===== config.mk =====
export PLATFORM = sky130hd
export DESIGN_NAME = sfvg_coord_unit
export DESIGN_NICKNAME = d
export VERILOG_FILES = /design/src/rtl/sfvg_pkg.sv /design/src/rtl/sfvg_coord_unit.sv
export SDC_FILE = /design/constraint.sdc
export NUM_CORES = 1
export LEC_CHECK = 0
export BUFFER_PORTS_ARGS = -buffer_cell sky130_fd_sc_hd__buf_2
export CORE_MARGIN = 4
export CORE_UTILIZATION = 50
export DETAILED_ROUTE_END_ITERATION = 7
export HOLD_SLACK_MARGIN = 0.06
export PLACE_DENSITY = 0.76
export SLEW_MARGIN = 20
export SYNTH_ARGS = -nofsm -noshare
export SYNTH_HDL_FRONTEND = slang
export SYNTH_SLANG_ARGS = --single-unit

===== constraint.sdc =====
create_clock -name i_clk -period 7 [get_ports i_clk]
set_clock_uncertainty 0.15 [all_clocks]
set_input_delay 0.35 -clock i_clk [delete_from_list [all_inputs] [get_ports i_clk]]
set_output_delay 0.35 -clock i_clk [all_outputs]
set_load 0.02 [all_outputs]

===== src/rtl/sfvg_pkg.sv =====
// Package for the stroke font vector generator.
// Holds the sizes, coordinate types, control struct, the step conversion and the saturating add.
// No dependencies.
package sfvg_pkg;

    localparam int FONT_WORDS      = 4096;
    localparam int MAX_STROKES     = 64;
    localparam int COORD_BITS      = 20;

    localparam int ADDR_W          = $clog2(FONT_WORDS);
    localparam int CNT_W           = $clog2(MAX_STROKES + 1);
    localparam int WORD_W          = 32;
    // Wide enough for a 32-bit index plus the stroke table offset and count.
    localparam int SADDR_W         = WORD_W + 1;
    localparam int DELTA_W         = 13;

    localparam int CHR_TABLE_WORDS = 96;
    localparam logic [7:0] FIRST_PRINTABLE = 8'h20;
    localparam logic [7:0] LAST_PRINTABLE  = 8'h7E;
    localparam logic [7:0] SUBST_CHAR      = 8'h2E;
    localparam logic [7:0] OP_NEW_STRIP    = 8'd5;

    localparam logic REQ_LOAD = 1'b0;
    localparam logic REQ_DRAW = 1'b1;

    localparam logic CFG_TEXT_PATH    = 1'b0;
    localparam logic CFG_CHAR_ADVANCE = 1'b1;

    localparam logic [1:0] DIR_RIGHT = 2'd0;
    localparam logic [1:0] DIR_LEFT  = 2'd1;
    localparam logic [1:0] DIR_UP    = 2'd2;
    localparam logic [1:0] DIR_DOWN  = 2'd3;

    localparam logic [9:0] CHAR_ADVANCE_RESET = 10'd92;

    typedef logic signed [COORD_BITS-1:0] t_coord;
    typedef logic signed [DELTA_W-1:0]    t_delta;

    // Control from the sequencer to the coordinate unit.
    typedef struct packed {
        logic   pen_load;   // start of a draw: pen takes the origin
        logic   restart;    // origin cleared at the start of a draw
        logic   step;       // pen moves by dx, dy
        logic   advance;    // origin moves along the text path
        t_delta dx;
        t_delta dy;
    } t_coord_ctl;

    // Sign-magnitude 12-bit step to a signed two's complement delta.
    function automatic t_delta sm12(input logic [11:0] f);
        t_delta mag;
        mag = {2'b00, f[10:0]};
        return f[11] ? -mag : mag;
    endfunction

    // Add a delta to a coordinate and clamp to the signed coordinate range.
    function automatic t_coord sat_add(input t_coord a, input t_delta d);
        logic signed [COORD_BITS:0] s;
        s = {a[COORD_BITS-1], a} + {{(COORD_BITS + 1 - DELTA_W){d[DELTA_W-1]}}, d};
        if (s[COORD_BITS] != s[COORD_BITS-1]) begin
            return s[COORD_BITS] ? {1'b1, {(COORD_BITS-1){1'b0}}}
                                 : {1'b0, {(COORD_BITS-1){1'b1}}};
        end
        return s[COORD_BITS-1:0];
    endfunction

endpackage


===== src/rtl/sfvg_coord_unit.sv =====
// Pen and character origin registers with saturating arithmetic.
// Depends on sfvg_pkg for the coordinate types and control struct.
module sfvg_coord_unit (
    input  logic                i_clk,
    input  logic                i_rst_n,
    input  sfvg_pkg::t_coord_ctl i_ctl,
    input  logic [1:0]          i_text_path,
    input  logic [9:0]          i_char_advance,
    output sfvg_pkg::t_coord    o_next_x,
    output sfvg_pkg::t_coord    o_next_y
);
    import sfvg_pkg::*;

    t_coord r_org_x, r_org_y;
    t_coord r_pen_x, r_pen_y;
    t_delta adv_pos, adv_neg;

    // Pen position after the current stroke step.
    assign o_next_x = sat_add(r_pen_x, i_ctl.dx);
    assign o_next_y = sat_add(r_pen_y, i_ctl.dy);

    assign adv_pos = {3'b000, i_char_advance};
    assign adv_neg = -adv_pos;

    // Origin: cleared on restart, moved along the text path after a character.
    always_ff @(posedge i_clk) begin
        if (!i_rst_n) begin
            r_org_x <= '0;
            r_org_y <= '0;
        end else if (i_ctl.restart) begin
            r_org_x <= '0;
            r_org_y <= '0;
        end else if (i_ctl.advance) begin
            unique case (i_text_path)
                DIR_RIGHT: r_org_x <= sat_add(r_org_x, adv_pos);
                DIR_LEFT:  r_org_x <= sat_add(r_org_x, adv_neg);
                DIR_UP:    r_org_y <= sat_add(r_org_y, adv_pos);
                DIR_DOWN:  r_org_y <= sat_add(r_org_y, adv_neg);
                default:   r_org_x <= r_org_x;
            endcase
        end
    end

    // Pen: starts at the origin, then follows the strokes.
    always_ff @(posedge i_clk) begin
        if (i_ctl.pen_load) begin
            r_pen_x <= i_ctl.restart ? '0 : r_org_x;
            r_pen_y <= i_ctl.restart ? '0 : r_org_y;
        end else if (i_ctl.step) begin
            r_pen_x <= o_next_x;
            r_pen_y <= o_next_y;
        end
    end

endmodule


==> results of run 1 <==
-- placed cells by master (no fill, tap or decap), types with 12 or more instances in the layout --
cell type and instances:
and3_1 12, dfxtp_1 40, ha_1 103, maj3_1 14
nand2b_1 17, xor2_1 31, a211oi_1 19, o21a_1 30
buf_2 83, inv_1 42, o31ai_1 24, nand2_1 105
a21o_1 37, o21ai_1 12, nor2b_1 22, nand4_1 12
o21ai_0 98, nor2_1 92, nand3_1 21, xnor2_1 48
edfxtp_1 40, a21oi_1 127, nor3_1 21
-- cells in the mapped netlist, types with 4 or more instances --
cell / n / area, sq um
a211o_1: 5 / 43.79
a211oi_1: 19 / 142.6
a21boi_0: 4 / 30.03
a21o_1: 37 / 277.8
a21oi_1: 127 / 635.6
a22o_1: 6 / 52.55
a311oi_1: 6 / 52.55
a31o_2: 6 / 52.55
a31oi_1: 9 / 56.30
and2_1: 11 / 68.82
and3_1: 12 / 75.07
buf_2: 12 / 60.06
clkbuf_1: 26 / 97.59
dfxtp_1: 40 / 800.8
edfxtp_1: 40 / 1201
fa_1: 6 / 120.1
ha_1: 103 / 1289
inv_1: 42 / 157.7
maj3_1: 14 / 140.1
nand2_1: 105 / 394.1
nand2b_1: 17 / 106.4
nand3_1: 21 / 105.1
nand3b_1: 11 / 82.58
nand4_1: 12 / 75.07
nor2_1: 92 / 345.3
nor2b_1: 22 / 137.6
nor3_1: 21 / 105.1
nor3b_1: 4 / 30.03
nor4_1: 9 / 56.30
o2111ai_1: 8 / 70.07
o211ai_1: 10 / 75.07
o21a_1: 30 / 225.2
o21ai_0: 99 / 495.5
o21ai_1: 11 / 55.05
o21bai_1: 11 / 82.58
o221ai_1: 4 / 35.03
o311ai_0: 4 / 35.03
o31a_1: 4 / 35.03
o31ai_1: 24 / 180.2
or2_2: 4 / 25.02
or3_1: 4 / 25.02
xnor2_1: 48 / 420.4
xor2_1: 32 / 280.3
-- area by class of cell --
| cell class | instances | share of cell area |
|---|---|---|
| clock inverters | 6 | 0.006539 |
| well taps | 234 | 0.02834 |
| multi-input cells | 1026 | 0.6884 |
| clock buffers | 10 | 0.02313 |
| inverters | 44 | 0.01598 |
| flip-flops and latches | 80 | 0.1938 |
| repair buffers | 88 | 0.04384 |
-- cell families after synthesis --
group	Yosys count
flops	80
compound gates	461
buf+inv	89
simple gates	356
fa+ha+maj	125
mux	2
xor+xnor	82
-- through the flow --
| step | hold slack (ns) | instance area (sq um) | total power [mW] |
|---|---|---|---|
| floorplan | 0.2953 | 9479 | 2.517 |
| global placement | 0.3668 | 10020 | 3.108 |
| detailed placement | 0.3696 | 10020 | 3.149 |
| CTS | 0.2147 | 10320 | 3.649 |
| global route | 0.2360 | 10330 | 3.904 |
| finish | 0.2222 | 10330 | 3.664 |
-- layer usage --
layer  track usage  vias to the layer above
li1              -                     4602
met1        0.3369                     4409
met2        0.3889                      393
met3       0.05543                       55
met4       0.07075                        0
met5             0                        -
-- worst max path at each step --
stage / from / cells past startpoint / to / slack, ns
floorplan: i_char_advance[3] / 13 / r_org_x[2]$_SDFFE_PP0P_ / 3.07
global placement: i_char_advance[3] / 12 / r_org_x[0]$_SDFFE_PP0P_ / 2.00
detailed placement: i_char_advance[3] / 12 / r_org_x[0]$_SDFFE_PP0P_ / 1.91
CTS: i_char_advance[3] / 12 / r_org_x[0]$_SDFFE_PP0P_ / 2.27
global route: i_char_advance[3] / 14 / r_org_x[14]$_SDFFE_PP0P_ / 2.04
finish: r_pen_x[0]$_DFFE_PP_ / 15 / o_next_x[17] / 2.29
-- state kept, by name (all words and copies together) (netlist names) --
register / count
r_org_x: 20
r_org_y: 20
r_pen_x: 20
r_pen_y: 20
-- worst min-delay path: stages --
cell	delay, ns
buf_2	0.17
nand3_1	0.09
a21oi_1	0.06
-- power by group --
group          total [mW]  internal, mW  switching (mW)
clock               0.494         0.287           0.207
sequential          0.696         0.643          0.0537
combinational        2.47         0.915            1.56
total                3.66          1.85            1.82
==> metrics.txt, run 1 <==
status=finished clean; worst endpoint required time=6.50 ns; mux share of post-synthesis cell area=0.002112; Filler Cells Inserted=1,716; Min-Delay Path Class=input pin to register; synthesized area per cell=between 7 and 8 sq um; Slew @ Worst Pin=0.9861 ns; wire per inst=approximately 18 um; Num CTS Buffers=9; Total Routing Usage GR=0.2457; Post-Syn Instances=1,195; crit-path max FO=25; P_leak=4.293 nW; Net Count, Synth=1,348; dpl ws=1.907 ns; ANT cells=0; proportion of layout cells with a drive suffix above 1=0.1108; hold_sp=i_text_path[0]; gpl congestion=0.9808; met1 WL=12,160 um; R2R setup slack=2.78 ns; PortBufs=83; max cap viols=0; postcts setup bufs=0; Register Area=2002 sq um; unrepaired setup endpoints after global routing=false; top-level I/O count=84; Total Wirelength=27,160 um; Worst-path clk slew=0.06 ns; Core Area=roughly 19,000 sq um; vias in the first global route=roughly 8,600; Final setup viols=0; RR Startpoint=r_org_x[0]$_SDFFE_PP0P_; crit path kind=register to primary output; slowest stage cell, crit path=a31oi_2; Seq/Total Area, Yosys=0.2112; Overflow after GRT=0; CTS tree=done; PwrDens=354.6 nW/um^2; main combinational cell family by area after synthesis=compound AO/OA/AOI/OAI gates; Detail Route met3 WL=2334 um; RR Endpoint=r_org_x[6]$_SDFFE_PP0P_; worst hold stages=3; post-route insts no fill=1,488; Worst slew margin=0.3405; Post-CTS Hold Buffers=0; max-slew violations=0; Buf+Inv Stages, Crit Path=5; Max IR drop VDD=0.2224 mV; Clk Latency, worst-skew pair=0.35 ns; met2 wire length=~12,000 um; fmax=212.5 MHz; vias per std cell=~6.4; synthesis-to-finish area growth=9.002%; Seq cells post-synth=80; uppermost routed layer=met4; unique cell type count in the Yosys netlist=85; setup ws final=2.294 ns; xor/xnor cell area share of the yosys netlist=0.07854; Detailed Place HPWL=between 20,000 and 25,000 um; DR vias=9,459; worst endpoint data arrival time=4.21 ns; DIE WIDTH=145.7 um; CP most frequent cell=inv_1; DRC errors left=0; Worst R2R Path Depth=13; Synth Area in Simple Gates=0.1818; First DRT Iteration DRCs=897; fraction of the cycle the final worst path needs=0.6722; CP top delay family=compound AO/OA/AOI/OAI gates; Synth Area in Adders=0.1658; DIE AREA=21,230 sq um; initial core utilization=0.5068; EDFF count, synth=40; nets=1,402; H-Tree Depth=3; Hold Fails Final Rpt=0; initial antenna violation count=0; Compound-Gate Fraction of Synth Area=0.3205; die height=145.7 um; area of the mapped netlist=9479 sq um; CTS resizes=0; Worst Setup Start Kind=register; FFs w/ async S/R, synth=0; final core utilization=0.5524; Max clock buf depth=2; setup TNS=0 ns; clk root buf=clkbuf_16; Hold EP=r_org_y[19]$_SDFFE_PP0P_; row cnt=50; DR pass1 iterations=6; Most used DFF post-synth=edfxtp_1; Crit. End Element=primary output; Multi-input gate area=7113 sq um; Post-DRT Antenna Nets=0; placed cell count=1,472; Max stage delay on crit path=0.44 ns; largest net degree at the start of global routing=41; first-pass GRT wire length=43,660 um; total clock sinks=80; worst-path cell chain=ha_1 > inv_1 > fa_1 > nor2b_1 > o31ai_1 > a21oi_1 > a311o_1 > a31o_2 > o21bai_1 > a31oi_2 > buf_4 > inv_1 > maj3_1 > inv_1 > buf_2; Ys Warns=0; Final min period=4.706 ns
No activity file was read; power rests on OpenSTA's default activity.
==> inputs of run 2 (changes only) <==
PLACE_DENSITY = 0.78   (was 0.76)
clock period = 4.1 ns   (was 7 ns; I/O delays follow)
==> metrics.txt, run 2 (same netlist as run 1, synthesis figures left out) <==
status=finished clean (unchanged); die height=145.7 um (unchanged); First DRT Iteration DRCs=890 (was 897); initial core utilization=0.5068 (unchanged); worst endpoint required time=3.74 ns (was 6.50 ns); Hold EP=r_org_x[19]$_SDFFE_PP0P_ (was r_org_y[19]$_SDFFE_PP0P_); Logic pwr share=0.681 (was 0.675); most frequent cells in the layout=125 x a21oi_1, 105 x nand2_1, 103 x ha_1 (was 127 x a21oi_1, 105 x nand2_1, 103 x ha_1); setup ws final=0.1766 ns (was 2.294 ns); Clock Power Share=0.129 (was 0.135); post-route insts no fill=1,502 (was 1,488); crit path kind=register to primary output (unchanged); worst endpoint data arrival time=3.57 ns (was 4.21 ns); clk root buf=clkbuf_16 (unchanged); DIE AREA=21,230 sq um (unchanged); proportion of layout cells with a drive suffix above 1=0.1230 (was 0.1108); Crit. End Element=primary output (unchanged); Min-Delay Path Class=input pin to register (unchanged); Detailed Place HPWL=21,410 um (about the same); H-Tree Depth=3 (unchanged); Worst Setup Start Kind=register (unchanged); unrepaired setup endpoints after global routing=false (unchanged); ANT cells=0 (unchanged); max-slew violations=0 (unchanged); Max clock buf depth=2 (unchanged); top-level I/O count=84 (unchanged); worst hold stages=3 (unchanged); dpl ws=0.01292 ns (was 1.907 ns); Slew @ Worst Pin=1.047 ns (was 0.9861 ns); row cnt=50 (unchanged); vias in the first global route=8,545 (was 8,581); largest net degree at the start of global routing=41 (unchanged); PortBufs=83 (unchanged); Num CTS Buffers=9 (unchanged); final core utilization=0.5593 (was 0.5524); NetSw=3.092 mW (was 1.819 mW); DIE WIDTH=145.7 um (unchanged); hold_sp=i_text_path[0] (unchanged); CTS tree=done (unchanged); placed cell count=1,484 (was 1,472); gpl congestion=0.9696 (was 0.9808); Max IR drop VDD=0.4652 mV (was 0.2224 mV); max cap viols=0 (unchanged); DR vias=9,358 (was 9,459); total clock sinks=80 (unchanged); most common cell after layout, fill and taps aside=a21oi_1 (unchanged); internal cell power=3.176 mW (was 1.845 mW); Post-DRT Antenna Nets=0 (unchanged); Sequential Power Share=0.190 (about the same); dpl cell area=10,120 sq um (was 10,020 sq um); crit-path max FO=11 (was 25); fraction of the cycle the final worst path needs=0.9569; vias per std cell=6.230 (was 6.357); Worst slew margin=0.2998 (was 0.3405); Core Area=18,710 sq um (unchanged); P_leak=4.359 nW (was 4.293 nW); Hold Fails Final Rpt=0 (unchanged); synthesis-to-finish area growth=10.36% (was 9.002%); R2R setup slack=0.39 ns (was 2.78 ns); RR Startpoint=r_org_y[0]$_SDFFE_PP0P_ (was r_org_x[0]$_SDFFE_PP0P_); DRC errors left=0 (unchanged); Total Wirelength=26,910 um (was 27,160 um); total power=6.268 mW (was 3.664 mW); setup TNS=0 ns (unchanged); Clk Latency, worst-skew pair=0.34 ns (was 0.35 ns); Worst-path clk slew=0.06 ns (about the same); Final min period=3.923 ns; initial antenna violation count=1 (was 0); RR Endpoint=r_org_y[9]$_SDFFE_PP0P_ (was r_org_x[6]$_SDFFE_PP0P_); Final setup viols=0 (unchanged); Finished Cell Area=10,460 sq um (was 10,330 sq um); fmax=around 250 MHz; Total Routing Usage GR=0.2429 (was 0.2457); wire per inst=17.91 um (was 18.26 um); hold_ws=0.1227 ns (was 0.2222 ns); Overflow after GRT=0 (unchanged); Worst R2R Path Depth=11 (was 13); PwrDens=599.2 nW/um^2 (was 354.6 nW/um^2); Switching Share=0.4933 (was 0.4964); nets=1,416 (was 1,402); first-pass GRT wire length=43,330 um (was 43,660 um); DR pass1 iterations=6 (unchanged)
-- run 2: timing repair --
item / CTS / global route
pin swaps: 0 / 2
hold buffers: 0 / 0
buffers inserted: 0 / 1
setup endpoints to repair: 1 / 25
gates resized for setup: 1 / 8
gates cloned: 0 / 1
-- run 2: worst max path at each step --
stage                              start                       end  slack, ns  depth (start not counted)
detailed placement     i_char_advance[3]  r_org_y[17]$_SDFFE_PP0P_       0.01                         15
global placement       i_char_advance[3]  r_org_y[17]$_SDFFE_PP0P_       0.10                         15
global route        r_pen_y[1]$_DFFE_PP_               o_next_y[9]      0.005                         10
floorplan              i_char_advance[3]   r_org_x[2]$_SDFFE_PP0P_       0.32                         13
CTS                 r_pen_x[0]$_DFFE_PP_               o_next_x[1]        0.1                         14
finish              r_pen_y[1]$_DFFE_PP_               o_next_y[7]       0.18                         10
-- run 2: per-layer routing --
layer	vias to the layer above	wire length [um]	global-route usage
li1	4631	-	-
met2	348	11850	0.3761
met5	-	13	0
met3	33	1939	0.02647
met4	2	388	0.06125
met1	4344	12710	0.3614
-- run 2: power by group through the flow --
stage	Sequential [mW]	Combinational, mW	Clock [mW]
floorplan	1.16	3.14	0
global placement	1.20	4.11	0
detailed placement	1.20	4.18	0
CTS	1.19	4.21	0.809
global route	1.20	4.69	0.849
finish	1.19	4.27	0.808
-- run 2: area by class of cell --
cell class                      count  area (sq um)
Clock buffer                       10         229.0
Tap cell                          234         292.8
Sequential cell                    80          2002
Fill cell                        1758          8244
Timing Repair Buffer              101         566.8
Multi-Input combinational cell   1027          7138
Clock inverter                      6         67.56
Inverter                           44         165.2
-- run 2: worst max-delay path: stages, from the launching register on --
cell       delay (ns)
edfxtp_1         0.41
ha_1             0.31
a211o_1          0.37
a2111oi_4        0.32
o21ai_1          0.14
o31a_1           0.30
a41o_4           0.33
xor2_4           0.24
nand2_2          0.24
a21oi_1          0.34
buf_2            0.24
==> inputs of run 3 (changes only) <==
CORE_MARGIN = default   (was 4)
PLACE_DENSITY = 0.76   (was 0.78)
clock period = 4.8 ns   (was 4.1 ns; I/O delays follow)
==> metrics.txt, run 3 (same netlist as run 1, synthesis figures left out) <==
status=finished clean (unchanged); Num CTS Buffers=9 (unchanged); initial antenna violation count=0 (was 1); crit-path max FO=8 (was 11); Worst R2R Path Depth=13 (was 11); worst endpoint required time=4.41 ns (was 3.74 ns); Worst-path clk slew=0.07 ns (was 0.06 ns); CTS tree=done (unchanged); DR pass1 iterations=5 (was 6); DIE WIDTH=139.7 um (was 145.7 um); total clock sinks=80 (unchanged); vias per std cell=6.289 (was 6.230); Final setup viols=0 (unchanged); Switching Share=0.4998 (was 0.4933); largest net degree at the start of global routing=41 (unchanged); setup TNS=0 ns (unchanged); fmax=233.8 MHz; hold_ws=0.1372 ns (was 0.1227 ns); Sequential Power Share=0.191 (was 0.190); postcts setup bufs=0 (unchanged); Total Routing Usage GR=0.2666 (was 0.2429); Crit. End Element=primary output (unchanged); top-level I/O count=84 (unchanged); synthesis-to-finish area growth=8.937% (was 10.36%); Hold Fails Final Rpt=0 (unchanged); most frequent cells in the layout=127 x a21oi_1, 105 x nand2_1, 103 x ha_1 (was 125 x a21oi_1, 105 x nand2_1, 103 x ha_1); Worst Setup Start Kind=register (unchanged); ANT cells=0 (unchanged); Final min period=4.278 ns; initial core utilization=0.5188 (was 0.5068); Finished Cell Area=10,330 sq um (was 10,460 sq um); unrepaired setup endpoints after global routing=false (unchanged); Min-Delay Path Class=input pin to register (unchanged); max cap viols=0 (unchanged); NetSw=2.642 mW (was 3.092 mW); wire per inst=17.79 um (was 17.91 um); proportion of layout cells with a drive suffix above 1=0.1130 (was 0.1230); H-Tree Depth=3 (unchanged); Max IR drop VDD=0.3934 mV (was 0.4652 mV); Worst slew margin=0.2871 (was 0.2998); Total Wirelength=26,440 um (was 26,910 um); dpl ws=0.5786 ns (was 0.01292 ns); crit path kind=register to primary output (unchanged); die height=139.7 um (was 145.7 um); PortBufs=83 (unchanged); Slew @ Worst Pin=1.065 ns (was 1.047 ns); setup ws final=0.5221 ns (was 0.1766 ns); R2R setup slack=0.83 ns (was 0.39 ns); vias in the first global route=8,311 (was 8,545); nets=1,405 (was 1,416); DRC errors left=0 (unchanged); post-route insts no fill=1,486 (was 1,502); worst hold stages=3 (unchanged); First DRT Iteration DRCs=987 (was 890); CTS resizes=0 (was 1); Core Area=18,270 sq um (was 18,710 sq um); P_leak=4.301 nW (was 4.359 nW); DIE AREA=19,510 sq um (was 21,230 sq um); Max clock buf depth=2 (unchanged); row cnt=49 (was 50); Clk Latency, worst-skew pair=0.35 ns (was 0.34 ns); RR Endpoint=r_org_x[8]$_SDFFE_PP0P_ (was r_org_y[9]$_SDFFE_PP0P_); max-slew violations=0 (unchanged); dpl cell area=10,030 sq um (was 10,120 sq um); Detailed Place HPWL=20,780 um (was 21,410 um); Filler Cells Inserted=1,717 (was 1,758); RR Startpoint=r_org_x[0]$_SDFFE_PP0P_ (was r_org_y[0]$_SDFFE_PP0P_); timing startpoint of the critical path=r_pen_x[0]$_DFFE_PP_ (was r_pen_y[1]$_DFFE_PP_); Logic pwr share=0.680 (was 0.681); Post-CTS Hold Buffers=0 (unchanged); PwrDens=511.9 nW/um^2 (was 599.2 nW/um^2); clk root buf=clkbuf_16 (unchanged); final core utilization=0.5652 (was 0.5593); most common cell after layout, fill and taps aside=a21oi_1 (unchanged); Overflow after GRT=0 (unchanged); DR vias=9,346 (was 9,358); total power=5.286 mW (was 6.268 mW); internal cell power=2.645 mW (was 3.176 mW); fraction of the cycle the final worst path needs=0.8912; Setup crit end=o_next_x[18] (was o_next_y[7]); first-pass GRT wire length=42,170 um (was 43,330 um); Clock Power Share=0.128 (was 0.129); placed cell count=1,470 (was 1,484); gpl congestion=0.9524 (was 0.9696); worst endpoint data arrival time=3.89 ns (was 3.57 ns); Post-DRT Antenna Nets=0 (unchanged)
## run 3: layout make-up
| cell class | count | area [sq um] | area share |
|---|---|---|---|
| clock buffer | 10 | 239.0 | 0.02314 |
| clock inverter | 6 | 53.80 | 0.005210 |
| inverter | 44 | 165.2 | 0.01599 |
| multi-input combinational | 1026 | 7104 | 0.6880 |
| sequential | 80 | 2002 | 0.1939 |
| tap | 229 | 286.5 | 0.02775 |
| timing repair buffer | 91 | 475.5 | 0.04604 |
## run 3: worst min-delay path by stage
stage,end,startpoint
floorplan,r_org_y[19]$_SDFFE_PP0P_,i_text_path[0]
global placement,r_org_y[0]$_SDFFE_PP0P_,r_org_y[0]$_SDFFE_PP0P_
detailed placement,r_org_y[0]$_SDFFE_PP0P_,r_org_y[0]$_SDFFE_PP0P_
CTS,r_org_y[19]$_SDFFE_PP0P_,i_text_path[0]
global route,r_org_y[19]$_SDFFE_PP0P_,i_text_path[0]
finish,r_org_y[19]$_SDFFE_PP0P_,i_text_path[0]
## run 3: routing by layer
| metal | GRT usage | vias to the layer above | routed length (um) |
|---|---|---|---|
| met3 | 0.03372 | 43 | 2051 |
| met4 | 0.06767 | 0 | 503 |
| met1 | 0.3912 | 4310 | 12580 |
| met5 | 0 | - | 0 |
| met2 | 0.4097 | 399 | 11300 |
| li1 | - | 4594 | - |
## run 3: power by group through the flow
| stage | Clock, mW | Combinational [mW] | Sequential (mW) |
|---|---|---|---|
| 2_1_floorplan | 0 | 2.68 | 0.989 |
| 3_3_place_gp | 0 | 3.50 | 1.02 |
| 3_5_place_dp | 0 | 3.55 | 1.02 |
| 4_1_cts | 0.677 | 3.57 | 1.01 |
| 5_1_grt | 0.706 | 3.90 | 1.02 |
| 6_report | 0.678 | 3.60 | 1.01 |
## run 3: worst max-delay path, cell delays in order, from the launching register on
cell	delay (ns)
edfxtp_1	0.32
ha_1	0.19
inv_1	0.06
fa_1	0.41
nor2b_1	0.18
o31ai_1	0.12
a21oi_1	0.28
a311o_1	0.29
a31o_2	0.22
o21bai_1	0.09
a31oi_2	0.46
inv_1	0.26
maj3_1	0.44
inv_1	0.07
buf_2	0.15
